### config.mk
export PLATFORM = sky130hd
export DESIGN_NAME = weighted_cache_aging_table_unit_flat
export DESIGN_NICKNAME = d
export VERILOG_FILES = /design/src/rtl/wcat_pkg.sv /design/src/rtl/wcat_if.sv /design/src/rtl/wcat_datapath.sv /design/src/rtl/wcat_ctrl.sv /design/src/rtl/weighted_cache_aging_table_unit.sv /design/src/flat_wrapper.sv
export SDC_FILE = /design/constraint.sdc
export NUM_CORES = 2
export LEC_CHECK = 0
export ABC_CLOCK_PERIOD_IN_PS = 8490
export BUFFER_PORTS_ARGS = -buffer_cell sky130_fd_sc_hd__buf_2
export CAP_MARGIN = 30
export CELL_PAD_IN_SITES_DETAIL_PLACEMENT = 1
export CELL_PAD_IN_SITES_GLOBAL_PLACEMENT = 1
export CORE_MARGIN = 3
export CORE_UTILIZATION = 50
export DETAILED_ROUTE_END_ITERATION = 8
export PLACE_DENSITY = 0.83
export RECOVER_POWER = 25
export SKIP_LAST_GASP = 1
export SLEW_MARGIN = 20
export SYNTH_ARGS = -nofsm -noshare
export SYNTH_HDL_FRONTEND = slang
export SYNTH_HIERARCHICAL = 1
export SYNTH_SLANG_ARGS = --single-unit
### constraint.sdc
create_clock -name clk -period 8.49 [get_ports clk]
set_input_delay 0.849 -clock clk [delete_from_list [all_inputs] [get_ports clk]]
set_output_delay 0.849 -clock clk [all_outputs]
set_load 0.005 [all_outputs]
### src/rtl/wcat_pkg.sv
// Package with the constants, types and control structures of the weighted cache aging table.
`default_nettype none
package wcat_pkg;

  localparam int CAPACITY = 64;
  localparam int IDX_W = (CAPACITY > 1) ? $clog2(CAPACITY) : 1;
  localparam int CNT_W = $clog2(CAPACITY + 1);
  localparam int PHY_W = CNT_W + 1;

  localparam logic [15:0] NEW_WEIGHT = 16'd10;
  localparam logic [15:0] HIT_BONUS = 16'd2;

  typedef enum logic [1:0] {
    CMD_LOOKUP = 2'd0,
    CMD_ADD    = 2'd1,
    CMD_TRIM   = 2'd2,
    CMD_NOP    = 2'd3
  } cmd_t;

  typedef struct packed {
    logic [31:0] key;
    logic [15:0] weight;
    logic [15:0] handle;
  } entry_t;

  typedef enum logic [2:0] {
    WR_NONE,
    WR_ADD,
    WR_BUMP,
    WR_SORT,
    WR_CARRY,
    WR_HALF
  } wr_sel_t;

  typedef enum logic [1:0] {
    CNT_HOLD,
    CNT_INC,
    CNT_CLEAR,
    CNT_TRIM
  } cnt_op_t;

  typedef struct packed {
    logic    load_req;
    logic    rd;
    logic    idx_clr;
    logic    idx_inc;
    logic    carry_load;
    logic    prev_load;
    wr_sel_t wr_sel;
    logic    swap_clr;
    cnt_op_t cnt_op;
    logic    res_hit;
    logic    res_rej;
    logic    out_load;
  } dp_cmd_t;

  typedef struct packed {
    cmd_t command;
    logic count_zero;
    logic full;
    logic max_zero;
    logic match;
    logic idx_last;
    logic idx_end;
    logic swapped;
  } dp_stat_t;

  typedef enum logic [3:0] {
    ST_IDLE,
    ST_DISPATCH,
    ST_LK_RD,
    ST_LK_CMP,
    ST_SP_START,
    ST_SP_LOAD,
    ST_SP_RD,
    ST_SP_CMP,
    ST_SP_LAST,
    ST_TRIM,
    ST_HV_RD,
    ST_HV_WR,
    ST_DONE
  } state_t;

endpackage
`default_nettype wire

### src/rtl/wcat_if.sv
// Request and response channel interfaces of the weighted cache aging table.
`default_nettype none
interface wcat_req_if;
  logic        valid;
  logic        ready;
  logic [1:0]  command;
  logic [31:0] key;
  logic [15:0] new_handle;
  logic [6:0]  max_items;

  modport source(output valid, command, key, new_handle, max_items, input ready);
  modport sink(input valid, command, key, new_handle, max_items, output ready);
endinterface

interface wcat_rsp_if;
  logic        valid;
  logic        ready;
  logic        hit;
  logic [15:0] found_handle;
  logic        rejected;
  logic [6:0]  entry_total;

  modport source(output valid, hit, found_handle, rejected, entry_total, input ready);
  modport sink(input valid, hit, found_handle, rejected, entry_total, output ready);
endinterface
`default_nettype wire

### src/rtl/wcat_datapath.sv
// Datapath of the weighted cache aging table: entry memory, pointers, sort carry and results.
`default_nettype none
module wcat_datapath
  import wcat_pkg::*;
(
  input  wire logic        clk,
  input  wire logic        rst,
  input  wire dp_cmd_t     cmd,
  output dp_stat_t         stat,
  input  wire logic [1:0]  command,
  input  wire logic [31:0] key,
  input  wire logic [15:0] new_handle,
  input  wire logic [6:0]  max_items,
  output logic             hit,
  output logic [15:0]      found_handle,
  output logic             rejected,
  output logic [6:0]       entry_total
);

  entry_t mem [CAPACITY];
  entry_t rdata;
  entry_t carry;
  entry_t wr_data;
  logic [IDX_W-1:0] head, head_next, addr_q, prev, phys, wr_addr;
  logic [CNT_W-1:0] count, idx;
  logic [PHY_W-1:0] psum;
  logic [1:0]  req_command;
  logic [31:0] req_key;
  logic [15:0] req_handle;
  logic [6:0]  req_max;
  logic        res_hit, res_rej, swapped, wr_en, carry_less;
  logic [15:0] res_handle;
  logic [16:0] bumped;

  assign psum = PHY_W'(head) + PHY_W'(idx);
  assign phys = (psum >= PHY_W'(CAPACITY)) ? IDX_W'(psum - PHY_W'(CAPACITY)) : IDX_W'(psum);
  assign head_next = (head == '0) ? IDX_W'(CAPACITY - 1) : head - 1'b1;
  assign carry_less = carry.weight < rdata.weight;
  assign bumped = {1'b0, rdata.weight} + {1'b0, HIT_BONUS};

  always_comb begin
    wr_en = 1'b0;
    wr_addr = addr_q;
    wr_data = rdata;
    case (cmd.wr_sel)
      WR_ADD: begin
        wr_en = 1'b1;
        wr_addr = head_next;
        wr_data = '{key: req_key, weight: NEW_WEIGHT, handle: req_handle};
      end
      WR_BUMP: begin
        wr_en = 1'b1;
        wr_data.weight = bumped[16] ? 16'hFFFF : bumped[15:0];
      end
      WR_SORT: begin
        wr_en = 1'b1;
        wr_addr = prev;
        wr_data = carry_less ? rdata : carry;
      end
      WR_CARRY: begin
        wr_en = 1'b1;
        wr_addr = prev;
        wr_data = carry;
      end
      WR_HALF: begin
        wr_en = 1'b1;
        wr_data.weight = {1'b0, rdata.weight[15:1]};
      end
      default: wr_en = 1'b0;
    endcase
  end

  always_ff @(posedge clk) begin
    if (wr_en) begin
      mem[wr_addr] <= wr_data;
    end
    if (cmd.rd) begin
      rdata <= mem[phys];
      addr_q <= phys;
    end
  end

  always_ff @(posedge clk) begin
    if (rst) begin
      head <= '0;
      count <= '0;
      idx <= '0;
      swapped <= 1'b0;
    end else begin
      if (cmd.wr_sel == WR_ADD) begin
        head <= head_next;
      end
      case (cmd.cnt_op)
        CNT_INC: count <= count + 1'b1;
        CNT_CLEAR: count <= '0;
        CNT_TRIM: begin
          if (32'(req_max) < 32'(count)) begin
            count <= CNT_W'(req_max);
          end
        end
        default: count <= count;
      endcase
      if (cmd.idx_clr) begin
        idx <= '0;
      end else if (cmd.idx_inc) begin
        idx <= idx + 1'b1;
      end
      if (cmd.swap_clr) begin
        swapped <= 1'b0;
      end else if (cmd.wr_sel == WR_SORT && carry_less) begin
        swapped <= 1'b1;
      end
    end
  end

  always_ff @(posedge clk) begin
    if (cmd.load_req) begin
      req_command <= command;
      req_key <= key;
      req_handle <= new_handle;
      req_max <= max_items;
      res_hit <= 1'b0;
      res_handle <= '0;
      res_rej <= 1'b0;
    end
    if (cmd.res_hit) begin
      res_hit <= 1'b1;
      res_handle <= rdata.handle;
    end
    if (cmd.res_rej) begin
      res_rej <= 1'b1;
    end
    if (cmd.carry_load || (cmd.wr_sel == WR_SORT && !carry_less)) begin
      carry <= rdata;
    end
    if (cmd.prev_load) begin
      prev <= addr_q;
    end
    if (cmd.out_load) begin
      hit <= res_hit;
      found_handle <= res_handle;
      rejected <= res_rej;
      entry_total <= 7'(count);
    end
  end

  always_comb begin
    stat.command = cmd_t'(req_command);
    stat.count_zero = (count == '0);
    stat.full = (count == CNT_W'(CAPACITY));
    stat.max_zero = (req_max == '0);
    stat.match = (rdata.key == req_key);
    stat.idx_last = ((idx + 1'b1) == count);
    stat.idx_end = (idx == count);
    stat.swapped = swapped;
  end

endmodule
`default_nettype wire

### src/rtl/wcat_ctrl.sv
// Controller state machine of the weighted cache aging table.
`default_nettype none
module wcat_ctrl
  import wcat_pkg::*;
(
  input  wire logic     clk,
  input  wire logic     rst,
  input  wire logic     in_valid,
  output logic          in_ready,
  output logic          out_valid,
  input  wire logic     out_ready,
  input  wire dp_stat_t stat,
  output dp_cmd_t       cmd
);

  state_t state, state_next;
  logic   out_free;

  assign out_free = !out_valid || out_ready;

  always_ff @(posedge clk) begin
    if (rst) begin
      state <= ST_IDLE;
      out_valid <= 1'b0;
    end else begin
      state <= state_next;
      if (cmd.out_load) begin
        out_valid <= 1'b1;
      end else if (out_ready) begin
        out_valid <= 1'b0;
      end
    end
  end

  always_comb begin
    state_next = state;
    unique case (state)
      ST_IDLE: if (in_valid) state_next = ST_DISPATCH;
      ST_DISPATCH: begin
        unique case (stat.command)
          CMD_LOOKUP: state_next = stat.count_zero ? ST_DONE : ST_LK_RD;
          CMD_TRIM: state_next = (stat.max_zero || stat.count_zero) ? ST_DONE : ST_SP_START;
          default: state_next = ST_DONE;
        endcase
      end
      ST_LK_RD: state_next = ST_LK_CMP;
      ST_LK_CMP: begin
        if (stat.match || stat.idx_last) begin
          state_next = ST_DONE;
        end else begin
          state_next = ST_LK_RD;
        end
      end
      ST_SP_START: state_next = ST_SP_LOAD;
      ST_SP_LOAD: state_next = stat.idx_end ? ST_SP_LAST : ST_SP_CMP;
      ST_SP_RD: state_next = ST_SP_CMP;
      ST_SP_CMP: state_next = stat.idx_last ? ST_SP_LAST : ST_SP_RD;
      ST_SP_LAST: state_next = stat.swapped ? ST_SP_START : ST_TRIM;
      ST_TRIM: state_next = ST_HV_RD;
      ST_HV_RD: state_next = ST_HV_WR;
      ST_HV_WR: state_next = stat.idx_last ? ST_DONE : ST_HV_RD;
      ST_DONE: if (out_free) state_next = ST_IDLE;
      default: state_next = ST_IDLE;
    endcase
  end

  always_comb begin
    cmd = '{wr_sel: WR_NONE, cnt_op: CNT_HOLD, default: 1'b0};
    in_ready = 1'b0;
    unique case (state)
      ST_IDLE: begin
        in_ready = 1'b1;
        cmd.load_req = in_valid;
      end
      ST_DISPATCH: begin
        cmd.idx_clr = 1'b1;
        unique case (stat.command)
          CMD_ADD: begin
            if (stat.full) begin
              cmd.res_rej = 1'b1;
            end else begin
              cmd.wr_sel = WR_ADD;
              cmd.cnt_op = CNT_INC;
            end
          end
          CMD_TRIM: if (stat.max_zero) cmd.cnt_op = CNT_CLEAR;
          default: cmd.idx_clr = 1'b1;
        endcase
      end
      ST_LK_RD: cmd.rd = 1'b1;
      ST_LK_CMP: begin
        if (stat.match) begin
          cmd.wr_sel = WR_BUMP;
          cmd.res_hit = 1'b1;
        end else if (!stat.idx_last) begin
          cmd.idx_inc = 1'b1;
        end
      end
      ST_SP_START: begin
        cmd.rd = 1'b1;
        cmd.idx_inc = 1'b1;
        cmd.swap_clr = 1'b1;
      end
      ST_SP_LOAD: begin
        cmd.carry_load = 1'b1;
        cmd.prev_load = 1'b1;
        cmd.rd = !stat.idx_end;
      end
      ST_SP_RD: cmd.rd = 1'b1;
      ST_SP_CMP: begin
        cmd.wr_sel = WR_SORT;
        cmd.prev_load = 1'b1;
        cmd.idx_inc = !stat.idx_last;
      end
      ST_SP_LAST: begin
        cmd.wr_sel = WR_CARRY;
        cmd.idx_clr = 1'b1;
      end
      ST_TRIM: begin
        cmd.cnt_op = CNT_TRIM;
        cmd.idx_clr = 1'b1;
      end
      ST_HV_RD: cmd.rd = 1'b1;
      ST_HV_WR: begin
        cmd.wr_sel = WR_HALF;
        cmd.idx_inc = !stat.idx_last;
      end
      ST_DONE: cmd.out_load = out_free;
      default: cmd.load_req = 1'b0;
    endcase
  end

endmodule
`default_nettype wire

### src/rtl/weighted_cache_aging_table_unit.sv
// Top level of the weighted cache aging table.
// The table holds up to CAPACITY entries (64) in one memory used as a ring, so an add
// writes at the head and a lookup scans the entries one by one from the head.
// A trim runs stable bubble passes over the single memory read port, repeating until
// a pass makes no exchange, then halves the kept weights one entry at a time; a trim
// with max_items zero empties the table instead.
// Every request gives one response, held in an output register until taken; a new
// request is accepted once the previous one has finished.
`default_nettype none
module weighted_cache_aging_table_unit
  import wcat_pkg::*;
(
  input wire logic clk,
  input wire logic rst,
  wcat_req_if.sink   req,
  wcat_rsp_if.source rsp
);

  dp_cmd_t  cmd;
  dp_stat_t stat;

  wcat_ctrl u_ctrl (
    .clk       (clk),
    .rst       (rst),
    .in_valid  (req.valid),
    .in_ready  (req.ready),
    .out_valid (rsp.valid),
    .out_ready (rsp.ready),
    .stat      (stat),
    .cmd       (cmd)
  );

  wcat_datapath u_datapath (
    .clk          (clk),
    .rst          (rst),
    .cmd          (cmd),
    .stat         (stat),
    .command      (req.command),
    .key          (req.key),
    .new_handle   (req.new_handle),
    .max_items    (req.max_items),
    .hit          (rsp.hit),
    .found_handle (rsp.found_handle),
    .rejected     (rsp.rejected),
    .entry_total  (rsp.entry_total)
  );

`ifndef SYNTHESIS
  a_one_at_a_time: assert property (@(posedge clk) disable iff (rst)
    req.valid && req.ready |=> !req.ready)
    else $error("request accepted while another was in progress");

  a_hit_or_reject: assert property (@(posedge clk) disable iff (rst)
    rsp.valid |-> !(rsp.hit && rsp.rejected))
    else $error("response flags both hit and rejected");

  a_miss_handle: assert property (@(posedge clk) disable iff (rst)
    rsp.valid && !rsp.hit |-> rsp.found_handle == 16'd0)
    else $error("handle reported without a hit");
`endif

endmodule
`default_nettype wire

### src/flat_wrapper.sv
// flat-port wrapper written by rule: the top's interface ports become plain ports
module weighted_cache_aging_table_unit_flat import wcat_pkg::*;
  (clk, rst, req_valid, req_command, req_key, req_new_handle, req_max_items, req_ready, rsp_valid, rsp_hit, rsp_found_handle, rsp_rejected, rsp_entry_total, rsp_ready);
  wcat_req_if req_i ();
  wcat_rsp_if rsp_i ();
  input wire logic clk;
  input wire logic rst;
  input wire logic [$bits(req_i.valid)-1:0] req_valid;
  input wire logic [$bits(req_i.command)-1:0] req_command;
  input wire logic [$bits(req_i.key)-1:0] req_key;
  input wire logic [$bits(req_i.new_handle)-1:0] req_new_handle;
  input wire logic [$bits(req_i.max_items)-1:0] req_max_items;
  output wire logic [$bits(req_i.ready)-1:0] req_ready;
  output wire logic [$bits(rsp_i.valid)-1:0] rsp_valid;
  output wire logic [$bits(rsp_i.hit)-1:0] rsp_hit;
  output wire logic [$bits(rsp_i.found_handle)-1:0] rsp_found_handle;
  output wire logic [$bits(rsp_i.rejected)-1:0] rsp_rejected;
  output wire logic [$bits(rsp_i.entry_total)-1:0] rsp_entry_total;
  input wire logic [$bits(rsp_i.ready)-1:0] rsp_ready;
  assign req_i.valid = req_valid;
  assign req_i.command = req_command;
  assign req_i.key = req_key;
  assign req_i.new_handle = req_new_handle;
  assign req_i.max_items = req_max_items;
  assign req_ready = req_i.ready;
  assign rsp_valid = rsp_i.valid;
  assign rsp_hit = rsp_i.hit;
  assign rsp_found_handle = rsp_i.found_handle;
  assign rsp_rejected = rsp_i.rejected;
  assign rsp_entry_total = rsp_i.entry_total;
  assign rsp_i.ready = rsp_ready;
  weighted_cache_aging_table_unit u_core (.clk(clk), .rst(rst), .req(req_i), .rsp(rsp_i));
endmodule
Word-level counts from Yosys, hierarchy flattened
Memory sizes are Yosys's and may differ from the RTL's. A register that Yosys moved wholly into a read port is not among the register bits.
Index checks and enable logic that the tools add are counted.
{"block": "word_totals", "reg_bits": 202, "ram_bits": 4096, "input_bits": 61, "memories": 1}
{"name": "u_core.u_datapath.mem", "words": 64, "word_bits": 64, "rd": 1, "rd_ports_with_merged_regs": 1, "write_ports": 1, "line": "wcat_datapath.sv:20", "rtl": "entry_t mem [CAPACITY];"}
{"block": "classes", "add_sub_neg": 6, "magnitude_cmp": 3, "eq_ne": 29, "mux": 52, "reduce_logical": 28}
{"op": "one-hot mux 32 bit (3 select lines)", "n": 1}
{"op": "one-hot mux 16 bit (5 select lines)", "n": 1}
{"op": "two-way mux 64 bit", "n": 1}
{"op": "one-hot mux 4 bit (13 select lines)", "n": 1}
{"op": "two-way mux 16 bit", "n": 3}
{"op": "one-hot mux 16 bit (3 select lines)", "n": 1}
{"op": "== test 32 bit", "n": 1}
{"op": "two-way mux 4 bit", "n": 8}
{"op": "two-way mux 1 bit", "n": 22}
{"op": "one-hot mux 7 bit (3 select lines)", "n": 1}
{"op": "== test 4 bit (second input constant)", "n": 5}
{"op": "adder 16 x 2 -> 17 bit (second input constant)", "n": 1}
{"op": "== test 4 x 3 -> 1 bit (second input constant)", "n": 4}
{"op": "< comparator 16 bit", "n": 1}
{"op": "one-hot mux 3 bit (5 select lines)", "n": 1}
{"op": "adder 7 x 1 -> 7 bit (second input constant)", "n": 2}
{"op": "== test 7 bit", "n": 2}
{"op": "logical NOT 7 bit", "n": 2}
{"op": "two-way mux 6 bit", "n": 2}
{"op": "one-hot mux 6 bit (2 select lines)", "n": 1}
{"op": "subtractor 6 x 1 -> 6 bit (second input constant)", "n": 2}
{"op": "OR reduction 2 bit", "n": 5}
{"op": "adder 6 x 7 -> 8 bit", "n": 1}
{"op": "== test 4 x 2 -> 1 bit (second input constant)", "n": 2}
{"op": "other kinds (29)", "n": 47}

Logic depth before layout (Yosys ltp)
{"block": "depth", "ltp_word": 9, "mapped_depth": 16, "depth_no_buf": 14}

Cells and area by module
The synthesis kept the hierarchy.
{"mod": "wcat_datapath", "n_inst": 1, "cells_per_inst": 7494, "area_per_inst_um2": 168844.4}
{"mod": "wcat_ctrl", "n_inst": 1, "cells_per_inst": 90, "area_per_inst_um2": 610.6}

Worst setup path before layout
OpenSTA, ideal clock, no wires.
{"block": "synth_timing", "path_type": "register to register", "from": "register u_core.u_ctrl.state[1]", "to": "register u_core.u_datapath.addr_q[0], enable pin", "setup_time_ns": 0.595, "t_arrival_ns": 5.599, "t_required_ns": 7.895, "path_slack_ns": 2.297, "path_stages_with_launch": 4, "n_path_buf": 1, "path_cell_list": "dfxtp_1 buf_2 nand2_1 o21ai_0"}
{"element": "start: declaration", "line": "wcat_ctrl.sv:16", "rtl": "state_t state, state_next;"}
{"element": "start signal: assignment", "line": "wcat_ctrl.sv:26", "rtl": "state <= state_next;"}
{"element": "end signal: assignment", "line": "wcat_datapath.sv:79", "rtl": "addr_q <= phys;"}
{"element": "end: declaration", "line": "wcat_datapath.sv:24", "rtl": "logic [IDX_W-1:0] head, head_next, addr_q, prev, phys, wr_addr;"}

==> run summary <==
Final setup viols = 11
Maximum vdd drop = 309 uV
First-pass GRT wire length = 744000 microns
ANT nets after route = 0
Inserted Clock Buffers = 410
FMAX = 0.118 GHz
Most frequent cells in the layout = edfxtp_1 (4334), mux4_2 (1024), mux2i_1 (531)
Via count = 91300
CTS H-tree depth = 5
Dpl hpwl = 282000 microns
Die height = 588 microns
Initial antenna violation count = 34
Clock period minus worst slack = 8510 ps
Port Buf Inserts = 87
Total GRT Usage = 30.4%
CP Data Arrival Time = 9090 ps
Synth Warn # = 6
Area growth, synth to finish = 12.5%
Ordered cell list for the critical path = xor2_1 -> nor4_1 -> nand4_1 -> nor2_1 -> nor2_1 -> nor3_1 -> buf_4 -> nor2b_4 -> buf_4 -> a211oi_1 -> o21ai_0 -> nor2_1 -> nand2_1 -> nor2_1 -> buf_4
Hold Buf Count CTS = 0
Final Power = 70600 uW
Via-to-Cell Ratio = 7.11
Clk sinks = 4362
Die area = 346000 sq um
Leading cell type in the layout, fill and taps excluded = edfxtp_1
Fin crit share = 100%
Post-CTS Resized = 0
WL/cell = 43.3 microns
Slew Limit Headroom = -165%
Max-slew violations = 1326
Lkg Pwr = 0.0572 uW
Clk Latency, worst-skew pair = 1020 ps
CP Capture Type = register
Clock Power Share = 26.8%
Unrepaired setup endpoints after global routing = false
Outcome = finished with violations
Final wirelength = 556000 microns
GP Congestion = 0.894
Layout Nets = 8080
Crit Path Max Fanout = 40
P_int = 46400 uW
Vias in the first global route = 92100
Post-CTS Setup Bufs = 0
Tightest Pin Transition = 3940 ps
CTS clock-pin slew for the worst setup and hold paths = 60 ps
Synth cell types = 73
Failing checks = max-capacitance violations, max-slew violations, negative setup slack
Post-synth EDFFs = 4334
Worst Path Required = 9070 ps
Number of max-cap violations = 29
CTS tree = built
DR DRC count = 0
Post-synth ARST share = 0%
Clk_skew = 71.6 ps
Synth Flop Type = edfxtp_1
Gate Count Post-Synth = 7584
Crit start category = register
IO Count = 88
Final Hold Viols = 0
Hold_ws = 69.0 ps
Slowest cell on the critical path = nor2_1
Post-synthesis sequential area ratio = 77.1%
Hold Crit Class = in -> reg
Die W = 588 microns
CP most frequent cell = nor2_1
GRT overflow = 0
Layout cells sized above 1 = 25.9%
Sw Share = 34.3%
WS Path Type = reg -> reg
Detailed Routing Iterations Pass 1 = 9
Critical Path Max Stage Delay = 980 ps
#FFs+latches synth = 4362
Synthesized cell area = 169000 sq um
Clk buf depth = 4
Switch Pwr = 24200 uW
Row cnt = 213
Pwr dens = 370 nW/um^2
Sequential share of power = 43.0%
Largest net degree at the start of global routing = 149
Comb power frac = 30.2%
Net Count, Synth = 7682
Post-Syn Area per Cell = 22.3 sq um
Final worst slack = -17.2 ps
Drt first-iter violations = 18300
Core box area = 337000 sq um
Initial Utilization = 50.3%
Cell chosen for the clock root = clkbuf_16
layout make-up:
| type | instances | area [sq um] |
|---|---|---|
| antenna | 15 | 37.5 |
| multi-input combinational | 2777 | 37300 |
| timing repair buffer | 393 | 3620 |
| inverter | 38 | 143 |
| sequential | 4362 | 131000 |
| fill | 28300 | 146000 |
| tap | 4515 | 5650 |
| clock buffer | 476 | 10600 |
| clock inverter | 268 | 2560 |
through the flow:
stage	worst slack (ps)	utilization, %	area, sq um	TNS, ps	std cells
after global routing	368	56.5	191000	0	12800
after floorplan	2300	-	169000	0	7584
after CTS	1250	56.6	191000	0	12800
final	-17.2	56.5	191000	-123	12800
after detailed placement	1470	52.6	177000	0	12100
after global placement	1490	52.5	177000	0	12000
synthesized netlist by cell type (21+ instances only):
master    instances  area (sq um)
edfxtp_1       4334        130000
mux4_2         1024         23100
mux2i_1         532          5330
nor2_1          252           946
buf_2           206          1030
a21oi_1         163           816
clkbuf_1        163           612
mux2_2          134          1510
a22oi_1          69           518
o221ai_1         66           578
a221o_1          61           611
nand2_1          58           218
and3_1           57           357
xor2_1           45           394
o21ai_0          39           195
ha_1             36           450
inv_1            35           131
dfxtp_1          28           561
buf_1            25          93.8
nand3_1          22           110
and2_1           21           131
xnor2_1          21           184
metal layers:
| metal | wire, microns | track usage, % | up-vias |
|---|---|---|---|
| met5 | 219 | 0 | - |
| met4 | 39200 | 16.0 | 32 |
| met3 | 79700 | 8.39 | 2060 |
| met2 | 259000 | 47.6 | 9457 |
| met1 | 177000 | 38.9 | 46900 |
| li1 | - | - | 32900 |
sequential cells by signal, summed over array words and instances (netlist names), 2 cells and up:
name                            count
u_core/u_datapath/mem            4096
u_core/u_datapath/carry            64
u_core/u_datapath/rdata            64
u_core/u_datapath/req_key          32
u_core/u_datapath/found_handle     16
u_core/u_datapath/req_handle       16
u_core/u_datapath/res_handle       16
u_core/u_datapath/count             7
u_core/u_datapath/entry_total       7
u_core/u_datapath/idx               7
u_core/u_datapath/req_max           7
u_core/u_datapath/addr_q            6
u_core/u_datapath/head              6
u_core/u_datapath/prev              6
u_core/u_ctrl/state                 4
u_core/u_datapath/req_command       2
worst paths after layout:
check / slack (ps) / endpoint / cells after the start / start
hold / removal: 70 / u_core/u_datapath/req_max[5] / 1 / req_max_items[5]
setup / recovery: -20 / u_core/u_datapath/mem[47][19] / 15 / u_core/u_datapath/rdata[37]
hold reg to reg: 430 / u_core/u_datapath/found_handle[13] / 0 / u_core/u_datapath/res_handle[13]
setup reg to reg: -20 / u_core/u_datapath/mem[47][19] / 15 / u_core/u_datapath/rdata[37]
power groups by stage:
stage	Combinational [uW]	Sequential [uW]	Clock, uW
2_1_floorplan	11700	30500	0
3_3_place_gp	18200	30400	0
3_5_place_dp	19600	30500	0
4_1_cts	20300	30100	18700
5_1_grt	21900	30400	19800
6_report	21300	30400	18900
cells by family (layout without fill, tap and decap cells):
logic type / Yosys count / in the layout / share of synthesized area [%]
multiplexers: 1691 / 1691 / 17.7
adder cells (fa/ha/maj): 37 / 37 / 0.278
AND/OR/NAND/NOR: 492 / 492 / 1.36
other: 0 / 15 / 0
XOR/XNOR: 66 / 66 / 0.341
flip-flops: 4362 / 4362 / 77.1
buffers and inverters: 445 / 1175 / 1.19
AO/OA/AOI/OAI: 491 / 491 / 2.05
worst max-delay path, delay by kind of cell, from the launching register on:
kind | cells | cell delay (ps)
AND/OR/NAND/NOR | 9 | 4940
XOR/XNOR | 1 | 230
flip-flops | 1 | 460
AO/OA/AOI/OAI | 2 | 730
buffers and inverters | 3 | 1640
(Power assumes the default switching activity.)
